<file path="config.mk">
export PLATFORM = sky130hd
export DESIGN_NAME = nine_slice_rect_splitter_unit_flat
export DESIGN_NICKNAME = d
export VERILOG_FILES = /design/src/rtl/nss_pkg.sv /design/src/rtl/nss_req_if.sv /design/src/rtl/nss_piece_if.sv /design/src/rtl/nine_slice_rect_splitter_unit.sv /design/src/rtl/nss_queue.sv /design/src/rtl/nss_front.sv /design/src/rtl/nss_back.sv /design/src/flat_wrapper.sv
export VERILOG_INCLUDE_DIRS = /design/src /design/src/rtl
export SDC_FILE = /design/constraint.sdc
export NUM_CORES = 2
export LEC_CHECK = 0
export ABC_AREA = 1
export BUFFER_PORTS_ARGS = -buffer_cell sky130_fd_sc_hd__buf_4
export CAP_MARGIN = 0
export CELL_PAD_IN_SITES_DETAIL_PLACEMENT = 1
export CELL_PAD_IN_SITES_GLOBAL_PLACEMENT = 2
export CORE_UTILIZATION = 38
export CTS_CLUSTER_SIZE = 25
export DETAILED_ROUTE_END_ITERATION = 16
export GPL_ROUTABILITY_DRIVEN = 0
export GPL_TIMING_DRIVEN = 0
export MAX_ROUTING_LAYER = met4
export PLACE_DENSITY = 0.76
export SYNTH_ARGS = -nofsm -noshare
export SYNTH_HDL_FRONTEND = slang
export SYNTH_HIERARCHICAL = 1
export SYNTH_SLANG_ARGS = --single-unit
</file>
<file path="constraint.sdc">
create_clock -name clk -period 14.74 [get_ports clk]
set_input_delay 2.211 -clock clk [delete_from_list [all_inputs] [get_ports clk]]
set_output_delay 2.211 -clock clk [all_outputs]
set_load 0.02 [all_outputs]
</file>
<file path="src/rtl/assert_macros.svh">
// Assertion macros used by the file that carries concurrent checks.
// Both expect signals named clk and arst_n in the scope where they are used.
`ifndef ASSERT_MACROS_SVH
`define ASSERT_MACROS_SVH

// Checked at every rising edge outside reset.
`define NSS_ASSERT(lbl, prop, msg) \
	lbl: assert property (@(posedge clk) disable iff (!arst_n) prop) else $error(msg);

// Checked at every rising edge, reset included.
`define NSS_ASSERT_ALWAYS(lbl, prop, msg) \
	lbl: assert property (@(posedge clk) prop) else $error(msg);

`endif

</file>
<file path="src/rtl/nss_pkg.sv">
package nss_pkg;

	// Destination fixed point and border scale format.
	localparam int FRAC_BITS   = 4;
	localparam int SCALE_FRAC  = 8;
	localparam int ROUND_SHIFT = SCALE_FRAC - FRAC_BITS;
	localparam int ROUND_ADD   = (ROUND_SHIFT == 0) ? 0 : (1 << (ROUND_SHIFT - 1));

	localparam int BORDER_W = 10;
	localparam int SCALE_W  = 12;
	localparam int PROD_W   = BORDER_W + SCALE_W;
	localparam int SCL_W    = PROD_W - ROUND_SHIFT;

	localparam logic [SCALE_W-1:0] SCALE_RESET = SCALE_W'(256);

	// Signed working widths for the source and destination edge sums.
	localparam int SMATH_W = 14;
	localparam int DMATH_W = ((SCL_W > 17) ? SCL_W : 17) + 3;

	localparam int PIECE_W = 4;
	localparam logic [PIECE_W-1:0] PIECE_LAST = PIECE_W'(8);
	localparam logic [1:0] GRID_LAST = 2'd2;

	// Queue between the front and back ends.
	localparam int QDEPTH = 2;
	localparam int QPTR_W = (QDEPTH > 1) ? $clog2(QDEPTH) : 1;
	localparam int QCNT_W = $clog2(QDEPTH + 1);

	typedef struct packed {
		logic [11:0]        src_x;
		logic [11:0]        src_y;
		logic [11:0]        src_w;
		logic [11:0]        src_h;
		logic signed [15:0] dst_x;
		logic signed [15:0] dst_y;
		logic [15:0]        dst_w;
		logic [15:0]        dst_h;
		logic [9:0]         border_left;
		logic [9:0]         border_right;
		logic [9:0]         border_top;
		logic [9:0]         border_bottom;
	} req_t;

	typedef struct packed {
		logic [PIECE_W-1:0] piece;
		logic [12:0]        piece_src_x;
		logic [12:0]        piece_src_y;
		logic [11:0]        piece_src_w;
		logic [11:0]        piece_src_h;
		logic signed [15:0] piece_dst_x;
		logic signed [15:0] piece_dst_y;
		logic [15:0]        piece_dst_w;
		logic [15:0]        piece_dst_h;
		logic               last_piece;
	} piece_t;

	// Finished 3x3 grid: three columns and three rows, already clamped.
	typedef struct packed {
		logic [2:0][12:0] scx;
		logic [2:0][11:0] scw;
		logic [2:0][12:0] scy;
		logic [2:0][11:0] sch;
		logic [2:0][15:0] dcx;
		logic [2:0][15:0] dcw;
		logic [2:0][15:0] dcy;
		logic [2:0][15:0] dch;
	} grid_t;

	typedef struct packed {
		logic full;
		logic empty;
	} q_stat_t;

	function automatic logic [15:0] sat_s16(input logic signed [DMATH_W-1:0] v);
		return (v > DMATH_W'(32767)) ? 16'h7FFF :
		       (v < DMATH_W'(-32768)) ? 16'h8000 : v[15:0];
	endfunction

	function automatic logic [15:0] clamp_u16(input logic signed [DMATH_W-1:0] v);
		return (v < 0) ? 16'h0000 : (v > DMATH_W'(65535)) ? 16'hFFFF : v[15:0];
	endfunction

	function automatic logic [12:0] clamp_u13(input logic signed [SMATH_W-1:0] v);
		return (v < 0) ? 13'd0 : v[12:0];
	endfunction

	function automatic logic [11:0] clamp_u12(input logic signed [SMATH_W-1:0] v);
		return (v < 0) ? 12'd0 : v[11:0];
	endfunction

endpackage

</file>
<file path="src/rtl/nss_req_if.sv">
interface nss_req_if;
	import nss_pkg::*;

	logic valid;
	logic ready;
	req_t data;

	modport source(output valid, output data, input ready);
	modport sink(input valid, input data, output ready);
endinterface

</file>
<file path="src/rtl/nss_piece_if.sv">
interface nss_piece_if;
	import nss_pkg::*;

	logic   valid;
	logic   ready;
	piece_t data;

	modport source(output valid, output data, input ready);
	modport sink(input valid, input data, output ready);
endinterface

</file>
<file path="src/rtl/nine_slice_rect_splitter_unit.sv">
// Nine-slice rectangle splitter.
// One draw request enters on the req channel (valid/ready): a source texel
// rectangle, a destination rectangle in signed fixed point with four fraction
// bits, and four border widths. The block answers on the piece channel with
// nine source/destination rectangle pairs, top left first in row order; the
// ninth carries last_piece.
// The request passes through both front-end stages and the grid queue into
// the output register before the first piece is valid; the remaining eight
// follow one a cycle from the single output register while the receiver keeps
// ready high. The front end takes the next request while the current one is
// still being delivered, so requests flow with no gap between their pieces.
// When the receiver holds ready low the current piece stays put; the
// two-entry grid queue fills, then both front-end stages, and only then does
// req.ready fall.
// The user must write the border scale via cfg_we/cfg_wdata only while the
// block is idle; the block does not enforce it. Reset clears every valid flag,
// empties the queue and sets the border scale to 1.0 (256 in the 4.8 format).
`include "assert_macros.svh"

module nine_slice_rect_splitter_unit (
	input  logic                        clk,
	input  logic                        arst_n,
	nss_req_if.sink                     req,
	nss_piece_if.source                 piece,
	input  logic                        cfg_we,
	input  logic [nss_pkg::SCALE_W-1:0] cfg_wdata
);
	import nss_pkg::*;

	// Border scale register, taken as it stands by the front end.
	logic [SCALE_W-1:0] inset_scale_q;

	// Queue traffic between the two halves.
	logic    q_push;
	logic    q_pop;
	grid_t   q_entry;
	grid_t   q_head;
	q_stat_t q_stat;

	// Shorthand for the piece channel, used by the checks below.
	logic               pc_mid;
	logic               pc_last;
	logic [PIECE_W-1:0] pc_idx;

	always_ff @(posedge clk or negedge arst_n) begin
		if (!arst_n) begin
			inset_scale_q <= SCALE_RESET;
		end else if (cfg_we) begin
			inset_scale_q <= cfg_wdata;
		end
	end

	// The front end scales the borders and builds the complete grid of one
	// request, then parks it in the queue.
	nss_front u_front (
		.clk         (clk),
		.arst_n      (arst_n),
		.req         (req),
		.inset_scale (inset_scale_q),
		.q_push      (q_push),
		.q_entry     (q_entry),
		.q_stat      (q_stat)
	);

	nss_queue u_queue (
		.clk        (clk),
		.arst_n     (arst_n),
		.push       (q_push),
		.push_entry (q_entry),
		.pop        (q_pop),
		.head       (q_head),
		.stat       (q_stat)
	);

	// The back end walks the nine cells of the grid at the head of the queue
	// and releases the entry as the ninth piece is loaded.
	nss_back u_back (
		.clk    (clk),
		.arst_n (arst_n),
		.head   (q_head),
		.q_stat (q_stat),
		.q_pop  (q_pop),
		.piece  (piece)
	);

	assign pc_last = piece.data.last_piece;
	assign pc_idx  = piece.data.piece;
	assign pc_mid  = piece.valid && piece.ready && !pc_last;

	// The queue is never written while it is full.
	`NSS_ASSERT(a_no_overflow, q_stat.full |-> !q_push, "grid queue written while full")

	// Pieces of one request leave in strict index order.
	`NSS_ASSERT(a_piece_order, pc_mid |=> !piece.valid || pc_idx == $past(pc_idx) + 4'd1, "piece skipped")

	// The last flag marks the ninth piece and no other.
	`NSS_ASSERT(a_last_flag, piece.valid |-> pc_last == (pc_idx == PIECE_LAST), "last flag misplaced")

	// No piece is offered while reset is applied.
	`NSS_ASSERT_ALWAYS(a_reset_quiet, !arst_n |-> !piece.valid, "piece valid during reset")
endmodule

</file>
<file path="src/rtl/nss_queue.sv">
module nss_queue (
	input  logic             clk,
	input  logic             arst_n,
	input  logic             push,
	input  nss_pkg::grid_t   push_entry,
	input  logic             pop,
	output nss_pkg::grid_t   head,
	output nss_pkg::q_stat_t stat
);
	import nss_pkg::*;

	grid_t             mem_q [QDEPTH];
	logic [QPTR_W-1:0] wr_q;
	logic [QPTR_W-1:0] rd_q;
	logic [QCNT_W-1:0] cnt_q;

	function automatic logic [QPTR_W-1:0] next_ptr(input logic [QPTR_W-1:0] p);
		return (p == QPTR_W'(QDEPTH - 1)) ? '0 : p + QPTR_W'(1);
	endfunction

	always_ff @(posedge clk) begin
		if (push) begin
			mem_q[wr_q] <= push_entry;
		end
	end

	always_ff @(posedge clk or negedge arst_n) begin
		if (!arst_n) begin
			wr_q  <= '0;
			rd_q  <= '0;
			cnt_q <= '0;
		end else begin
			if (push) begin
				wr_q <= next_ptr(wr_q);
			end
			if (pop) begin
				rd_q <= next_ptr(rd_q);
			end
			if (push && !pop) begin
				cnt_q <= cnt_q + QCNT_W'(1);
			end else if (pop && !push) begin
				cnt_q <= cnt_q - QCNT_W'(1);
			end
		end
	end

	assign head       = mem_q[rd_q];
	assign stat.full  = (cnt_q == QCNT_W'(QDEPTH));
	assign stat.empty = (cnt_q == '0);
endmodule

</file>
<file path="src/rtl/nss_front.sv">
module nss_front (
	input  logic                         clk,
	input  logic                         arst_n,
	nss_req_if.sink                      req,
	input  logic [nss_pkg::SCALE_W-1:0]  inset_scale,
	output logic                         q_push,
	output nss_pkg::grid_t               q_entry,
	input  nss_pkg::q_stat_t             q_stat
);
	import nss_pkg::*;

	logic                   v_s1;
	req_t                   req_s1;
	logic [3:0][PROD_W-1:0] prod_s1;

	logic                   v_s2;
	req_t                   req_s2;
	logic [3:0][SCL_W-1:0]  scl_s2;

	logic                   adv_s2;
	logic [3:0][PROD_W-1:0] rounded;

	logic signed [SMATH_W-1:0] sx, sy, sw, sh, bl, br, bt, bb;
	logic signed [DMATH_W-1:0] dx, dy, dw, dh, sl, sr, st, sbm;

	assign q_push    = v_s2 && !q_stat.full;
	assign adv_s2    = v_s1 && (!v_s2 || q_push);
	assign req.ready = !v_s1 || !v_s2 || q_push;

	always_ff @(posedge clk or negedge arst_n) begin
		if (!arst_n) begin
			v_s1 <= 1'b0;
			v_s2 <= 1'b0;
		end else begin
			if (req.valid && req.ready) begin
				v_s1 <= 1'b1;
			end else if (adv_s2) begin
				v_s1 <= 1'b0;
			end
			if (adv_s2) begin
				v_s2 <= 1'b1;
			end else if (q_push) begin
				v_s2 <= 1'b0;
			end
		end
	end

	// Border products in 8 fraction bits.
	always_ff @(posedge clk) begin
		if (req.valid && req.ready) begin
			req_s1     <= req.data;
			prod_s1[0] <= PROD_W'(req.data.border_left) * PROD_W'(inset_scale);
			prod_s1[1] <= PROD_W'(req.data.border_right) * PROD_W'(inset_scale);
			prod_s1[2] <= PROD_W'(req.data.border_top) * PROD_W'(inset_scale);
			prod_s1[3] <= PROD_W'(req.data.border_bottom) * PROD_W'(inset_scale);
		end
	end

	// Round half up into the destination fraction width.
	always_comb begin
		for (int i = 0; i < 4; i++) begin
			rounded[i] = prod_s1[i] + PROD_W'(ROUND_ADD);
		end
	end

	always_ff @(posedge clk) begin
		if (adv_s2) begin
			req_s2 <= req_s1;
			for (int i = 0; i < 4; i++) begin
				scl_s2[i] <= rounded[i][PROD_W-1:ROUND_SHIFT];
			end
		end
	end

	assign sx  = SMATH_W'(req_s2.src_x);
	assign sy  = SMATH_W'(req_s2.src_y);
	assign sw  = SMATH_W'(req_s2.src_w);
	assign sh  = SMATH_W'(req_s2.src_h);
	assign bl  = SMATH_W'(req_s2.border_left);
	assign br  = SMATH_W'(req_s2.border_right);
	assign bt  = SMATH_W'(req_s2.border_top);
	assign bb  = SMATH_W'(req_s2.border_bottom);
	assign dx  = DMATH_W'(req_s2.dst_x);
	assign dy  = DMATH_W'(req_s2.dst_y);
	assign dw  = DMATH_W'(req_s2.dst_w);
	assign dh  = DMATH_W'(req_s2.dst_h);
	assign sl  = DMATH_W'(scl_s2[0]);
	assign sr  = DMATH_W'(scl_s2[1]);
	assign st  = DMATH_W'(scl_s2[2]);
	assign sbm = DMATH_W'(scl_s2[3]);

	always_comb begin
		q_entry.scx[0] = 13'(req_s2.src_x);
		q_entry.scx[1] = clamp_u13(sx + bl);
		q_entry.scx[2] = clamp_u13(sx + sw - br);
		q_entry.scw[0] = 12'(req_s2.border_left);
		q_entry.scw[1] = clamp_u12(sw - bl - br);
		q_entry.scw[2] = 12'(req_s2.border_right);

		q_entry.scy[0] = 13'(req_s2.src_y);
		q_entry.scy[1] = clamp_u13(sy + bt);
		q_entry.scy[2] = clamp_u13(sy + sh - bb);
		q_entry.sch[0] = 12'(req_s2.border_top);
		q_entry.sch[1] = clamp_u12(sh - bt - bb);
		q_entry.sch[2] = 12'(req_s2.border_bottom);

		q_entry.dcx[0] = req_s2.dst_x;
		q_entry.dcx[1] = sat_s16(dx + sl);
		q_entry.dcx[2] = sat_s16(dx + dw - sr);
		q_entry.dcw[0] = clamp_u16(sl);
		q_entry.dcw[1] = clamp_u16(dw - sl - sr);
		q_entry.dcw[2] = clamp_u16(sr);

		q_entry.dcy[0] = req_s2.dst_y;
		q_entry.dcy[1] = sat_s16(dy + st);
		q_entry.dcy[2] = sat_s16(dy + dh - sbm);
		q_entry.dch[0] = clamp_u16(st);
		q_entry.dch[1] = clamp_u16(dh - st - sbm);
		q_entry.dch[2] = clamp_u16(sbm);
	end
endmodule

</file>
<file path="src/rtl/nss_back.sv">
module nss_back (
	input  logic             clk,
	input  logic             arst_n,
	input  nss_pkg::grid_t   head,
	input  nss_pkg::q_stat_t q_stat,
	output logic             q_pop,
	nss_piece_if.source      piece
);
	import nss_pkg::*;

	logic               out_v_q;
	piece_t             pc_q;
	logic [PIECE_W-1:0] idx_q;
	logic [1:0]         col_q;
	logic [1:0]         row_q;
	logic               load;
	logic               at_last;

	assign load    = !q_stat.empty && (!out_v_q || piece.ready);
	assign at_last = (idx_q == PIECE_LAST);
	assign q_pop   = load && at_last;

	always_ff @(posedge clk or negedge arst_n) begin
		if (!arst_n) begin
			out_v_q <= 1'b0;
			idx_q   <= '0;
			col_q   <= '0;
			row_q   <= '0;
		end else begin
			if (load) begin
				out_v_q <= 1'b1;
			end else if (piece.ready) begin
				out_v_q <= 1'b0;
			end
			if (load) begin
				if (at_last) begin
					idx_q <= '0;
					col_q <= '0;
					row_q <= '0;
				end else begin
					idx_q <= idx_q + PIECE_W'(1);
					if (col_q == GRID_LAST) begin
						col_q <= '0;
						row_q <= row_q + 2'd1;
					end else begin
						col_q <= col_q + 2'd1;
					end
				end
			end
		end
	end

	always_ff @(posedge clk) begin
		if (load) begin
			pc_q.piece       <= idx_q;
			pc_q.piece_src_x <= head.scx[col_q];
			pc_q.piece_src_w <= head.scw[col_q];
			pc_q.piece_src_y <= head.scy[row_q];
			pc_q.piece_src_h <= head.sch[row_q];
			pc_q.piece_dst_x <= head.dcx[col_q];
			pc_q.piece_dst_w <= head.dcw[col_q];
			pc_q.piece_dst_y <= head.dcy[row_q];
			pc_q.piece_dst_h <= head.dch[row_q];
			pc_q.last_piece  <= at_last;
		end
	end

	assign piece.valid = out_v_q;
	assign piece.data  = pc_q;
endmodule

</file>
<file path="src/flat_wrapper.sv">
// flat-port wrapper written by rule: the top's interface ports become plain ports
module nine_slice_rect_splitter_unit_flat import nss_pkg::*;
  (clk, arst_n, cfg_we, cfg_wdata, req_valid, req_data, req_ready, piece_valid, piece_data, piece_ready);
  nss_req_if req_i ();
  nss_piece_if piece_i ();
  input  logic clk;
  input  logic arst_n;
  input  logic cfg_we;
  input  logic [nss_pkg::SCALE_W-1:0] cfg_wdata;
  input wire logic [$bits(req_i.valid)-1:0] req_valid;
  input wire logic [$bits(req_i.data)-1:0] req_data;
  output wire logic [$bits(req_i.ready)-1:0] req_ready;
  output wire logic [$bits(piece_i.valid)-1:0] piece_valid;
  output wire logic [$bits(piece_i.data)-1:0] piece_data;
  input wire logic [$bits(piece_i.ready)-1:0] piece_ready;
  assign req_i.valid = req_valid;
  assign req_i.data = req_data;
  assign req_ready = req_i.ready;
  assign piece_valid = piece_i.valid;
  assign piece_data = piece_i.data;
  assign piece_i.ready = piece_ready;
  nine_slice_rect_splitter_unit u_core (.clk(clk), .arst_n(arst_n), .req(req_i), .piece(piece_i), .cfg_we(cfg_we), .cfg_wdata(cfg_wdata));
endmodule
</file>
==> impl_results.md <==
* Worst hold slack at approximately 0.37 ns
* Yosys top cell by area: edfxtp_1
* Clock sinks at roughly 1,300
* H-tree levels at 4
* Critical Path RT at between 15 and 20 ns
* Final max-slew violation count at 0
* Chip Height at ~460 µm
* Post-synthesis mux area share at ~6.1%
* DRT Pass-1 Iters at 5
* Largest family of logic cells by synthesized area: adder cells
* Final Cell Area at slightly above 0.09 mm²
* Unique masters post-synth at 62
* I/O Buffers at 289
* Avg Cell Area, Syn at about 11 µm²
* XOR/XNOR Fraction of Synth Area at about 3.5%
* Area grow syn2layout at 14.00%
* Critical-path maximum fanout at 10
* Grt ovf at 0
* Synth Area in Adders at about 17%
* Rows at between 150 and 200
* Slew @ Worst Pin at between 1 and 1.5 ns
* Max-cap violations at 0
* EDFF count, synth at about 1,300
* Max-slew headroom at 16.43%
* Num CTS Buffers at around 150
* Die W at 460.3 µm
* Cell Area, Placed at 0.08615 mm²
* First-pass GRT wire length at approximately 360,000 µm
* Cts hold-fix bufs at 0
* Die area at 0.2118 mm²
* Worst hold path class: reg2reg
* Post-cts sizing count at 0
* Area share of the largest cell type after synthesis at 47.22%
* Initial core utilization at about two fifths
* Drt wl/cell at 22.65 µm
* Initial DRC count at about 3,700
* Synth top area cells: edfxtp_1 (47%), fa_1 (9.4%), nand2_1 (7.6%), ha_1 (7.3%), inv_1 (5.6%)
* Final WL at about 250,000 µm
* Top-count cell post-synth: nand2_1
* RSZ-0062 raised after global routing: no
* Clock-pin slew on the worst setup and hold paths at roughly 0.060 ns
* Fraction of the cycle the final worst path needs at between 40% and 50%
* Asr flop ratio synth at ~2.1%
* HPWL Detailed at just under 200,000 µm
* Vias per cell at roughly 5
* Synth warnings at 6
* WS Path Type: in2reg
* All-Layer GR Usage at between 20% and 30%
* Maximum vdd drop at 0.1252 mV
* Final hold violations at 0
* Flops & latches, synth at 1,282
* Fmax at about 150 MHz
* Fin crit period at between 6 and 7 ns
* Final net count at ~8,900
* Count of final setup violators at 0
* Root Driver: clkbuf_16
* Cells after Synth at around 7,400
* Post-synthesis simple-gate area fraction at 12.91%
* WP data arrival at between 7 and 8 ns
* Post-CTS setup buffers at 0
* # DRC at 0
* Number of routed nets with antenna violations at 0
* P per Cell Area at 271.6 mW/mm²
* Synthesized area at roughly 0.08 mm²
* Post-synthesis compound-gate area fraction at approximately 4.5%
* Leakage power at a little over 40 nW
* Commonest cells in the synthesized netlist: nand2_1 (1,607), edfxtp_1 (1,255), inv_1 (1,197)
* Clock tree buffer depth at 3
* DR vias at ~55,000
* Status: complete, no violations
* Predominant post-synthesis flop cell: edfxtp_1
* Sequential area share after synthesis at roughly half
* Area of the core at around 0.21 mm²
* Tot Pwr at 0.02470 W
* Critical path startpoint category: primary input
* Clk_lat worst skew at about 0.81 ns
* Initial antenna violation count at 21
* Num ports at 290
* Largest net degree at the start of global routing at between 100 and 150
* CTS tree: done
* Number of global-route vias before repair at 57,860
* Clk_skew at 0.05877 ns
* CP endpoint kind: flip-flop
* Layout cells sized above 1 at 14.01%
[report_power, final]
| part | internal, W | total [W] | switching, W |
|---|---|---|---|
| sequential | 0.00637 | 0.00719 | 0.000820 |
| clock | 0.00205 | 0.00360 | 0.00155 |
| combinational | 0.00511 | 0.0139 | 0.00881 |
| total | 0.0135 | 0.0247 | 0.0112 |
[path summary, 6_finish.rpt]
path	startpoint	to	slack, ns	depth (start not counted)
setup / recovery	req_data[31]	u_core/u_front/prod_s1[18]	7.91	18
hold / removal	u_core/u_front/req_s1[79]	u_core/u_front/q_entry[55]	0.37	0
setup reg to reg	u_core/inset_scale_q[9]	u_core/u_front/prod_s1[18]	8.52	17
hold reg to reg	u_core/u_front/req_s1[79]	u_core/u_front/q_entry[55]	0.37	0
max in group asynchronous	arst_n	u_core/inset_scale_q[11]	12.91	1
min in group asynchronous	arst_n	u_core/u_back/col_q[0]	1.43	1
[layout make-up]
type                            count  area (µm²)
Clock inverter                     85       895.9
Clock buffer                      187        3911
Timing Repair Buffer              316        2785
Sequential cell                  1282       38360
Multi-Input combinational cell   4666       35020
Tap cell                         2788        3488
Buffer                            305        1956
Fill cell                       22870      116900
Inverter                         1203        4531
Antenna cell                        9       22.52
[worst max-delay path: stages]
cell,delay (ns)
buf_4,0.15
clkbuf_1,0.43
nand2_1,0.16
fa_1,0.59
inv_1,0.06
fa_1,0.50
inv_1,0.05
fa_1,0.52
inv_1,0.05
fa_1,0.50
fa_1,0.42
ha_1,0.38
nand2_1,0.09
inv_1,0.08
nand4_1,0.09
o21ai_0,0.49
a31oi_1,0.18
xnor2_1,0.42
[stage by stage]
step | setup TNS [ns] | utilization, % | setup slack (ns) | std cells
2_1_floorplan | 0 | - | 3.934 | 7456
3_3_place_gp | -906.34 | 41.12 | -2.420 | 10530
3_5_place_dp | 0 | 41.43 | 7.142 | 10560
4_1_cts | 0 | 43.75 | 7.976 | 10830
5_1_grt | 0 | 43.75 | 7.699 | 10840
6_report | 0 | 43.76 | 7.910 | 10840
[state kept, by name, indices dropped and copies added, names as in the netlist]
| name | cells |
|---|---|
| u_core/inset_scale_q | 12 |
| u_core/u_back/col_q | 2 |
| u_core/u_back/idx_q | 4 |
| u_core/u_back/piece.data | 119 |
| u_core/u_back/piece.valid | 1 |
| u_core/u_back/row_q | 2 |
| u_core/u_front/dh | 16 |
| u_core/u_front/dw | 16 |
| u_core/u_front/prod_s1 | 76 |
| u_core/u_front/q_entry | 96 |
| u_core/u_front/req_s1 | 152 |
| u_core/u_front/req_s2 | 24 |
| u_core/u_front/sbm | 18 |
| u_core/u_front/scl_s2 | 54 |
| u_core/u_front/v_s1 | 1 |
| u_core/u_front/v_s2 | 1 |
| u_core/u_queue/cnt_q | 2 |
| u_core/u_queue/mem_q | 684 |
| u_core/u_queue/rd_q | 1 |
| u_core/u_queue/wr_q | 1 |
[placed cells by master, fill, tap and decap left out, types with 72 or more instances in the layout]
master	count
nand2_1	1607
edfxtp_1	1255
inv_1	1195
ha_1	467
nor2_1	420
buf_4	406
fa_1	376
a21oi_1	322
nand3_1	313
mux2_4	270
xor2_1	195
o21ai_0	154
clkbuf_16	149
clkbuf_1	139
xnor2_1	123
mux2_2	72
[metal layers]
layer / global-route usage (%) / routed length, µm / vias up
met5: - / 0 / -
met4: 6.380 / 6273 / 0
met3: 2.583 / 11470 / 266
met2: 36.60 / 110400 / 1254
met1: 33.45 / 117300 / 27670
li1: - / - / 25420
[kinds of logic (layout without fill, tap and decap cells)]
| logic type | after synthesis | count (layout) |
|---|---|---|
| and+or+nand+nor | 2511 | 2511 |
| buffers and inverters | 1508 | 2096 |
| DFF | 1282 | 1282 |
| adders and majority gates | 843 | 843 |
| AOI/OAI and AO/OA | 641 | 641 |
| muxes | 342 | 342 |
| xor gates and xnor gates | 319 | 319 |
| other | 1 | 19 |
Power figures use the tool's default switching activity.
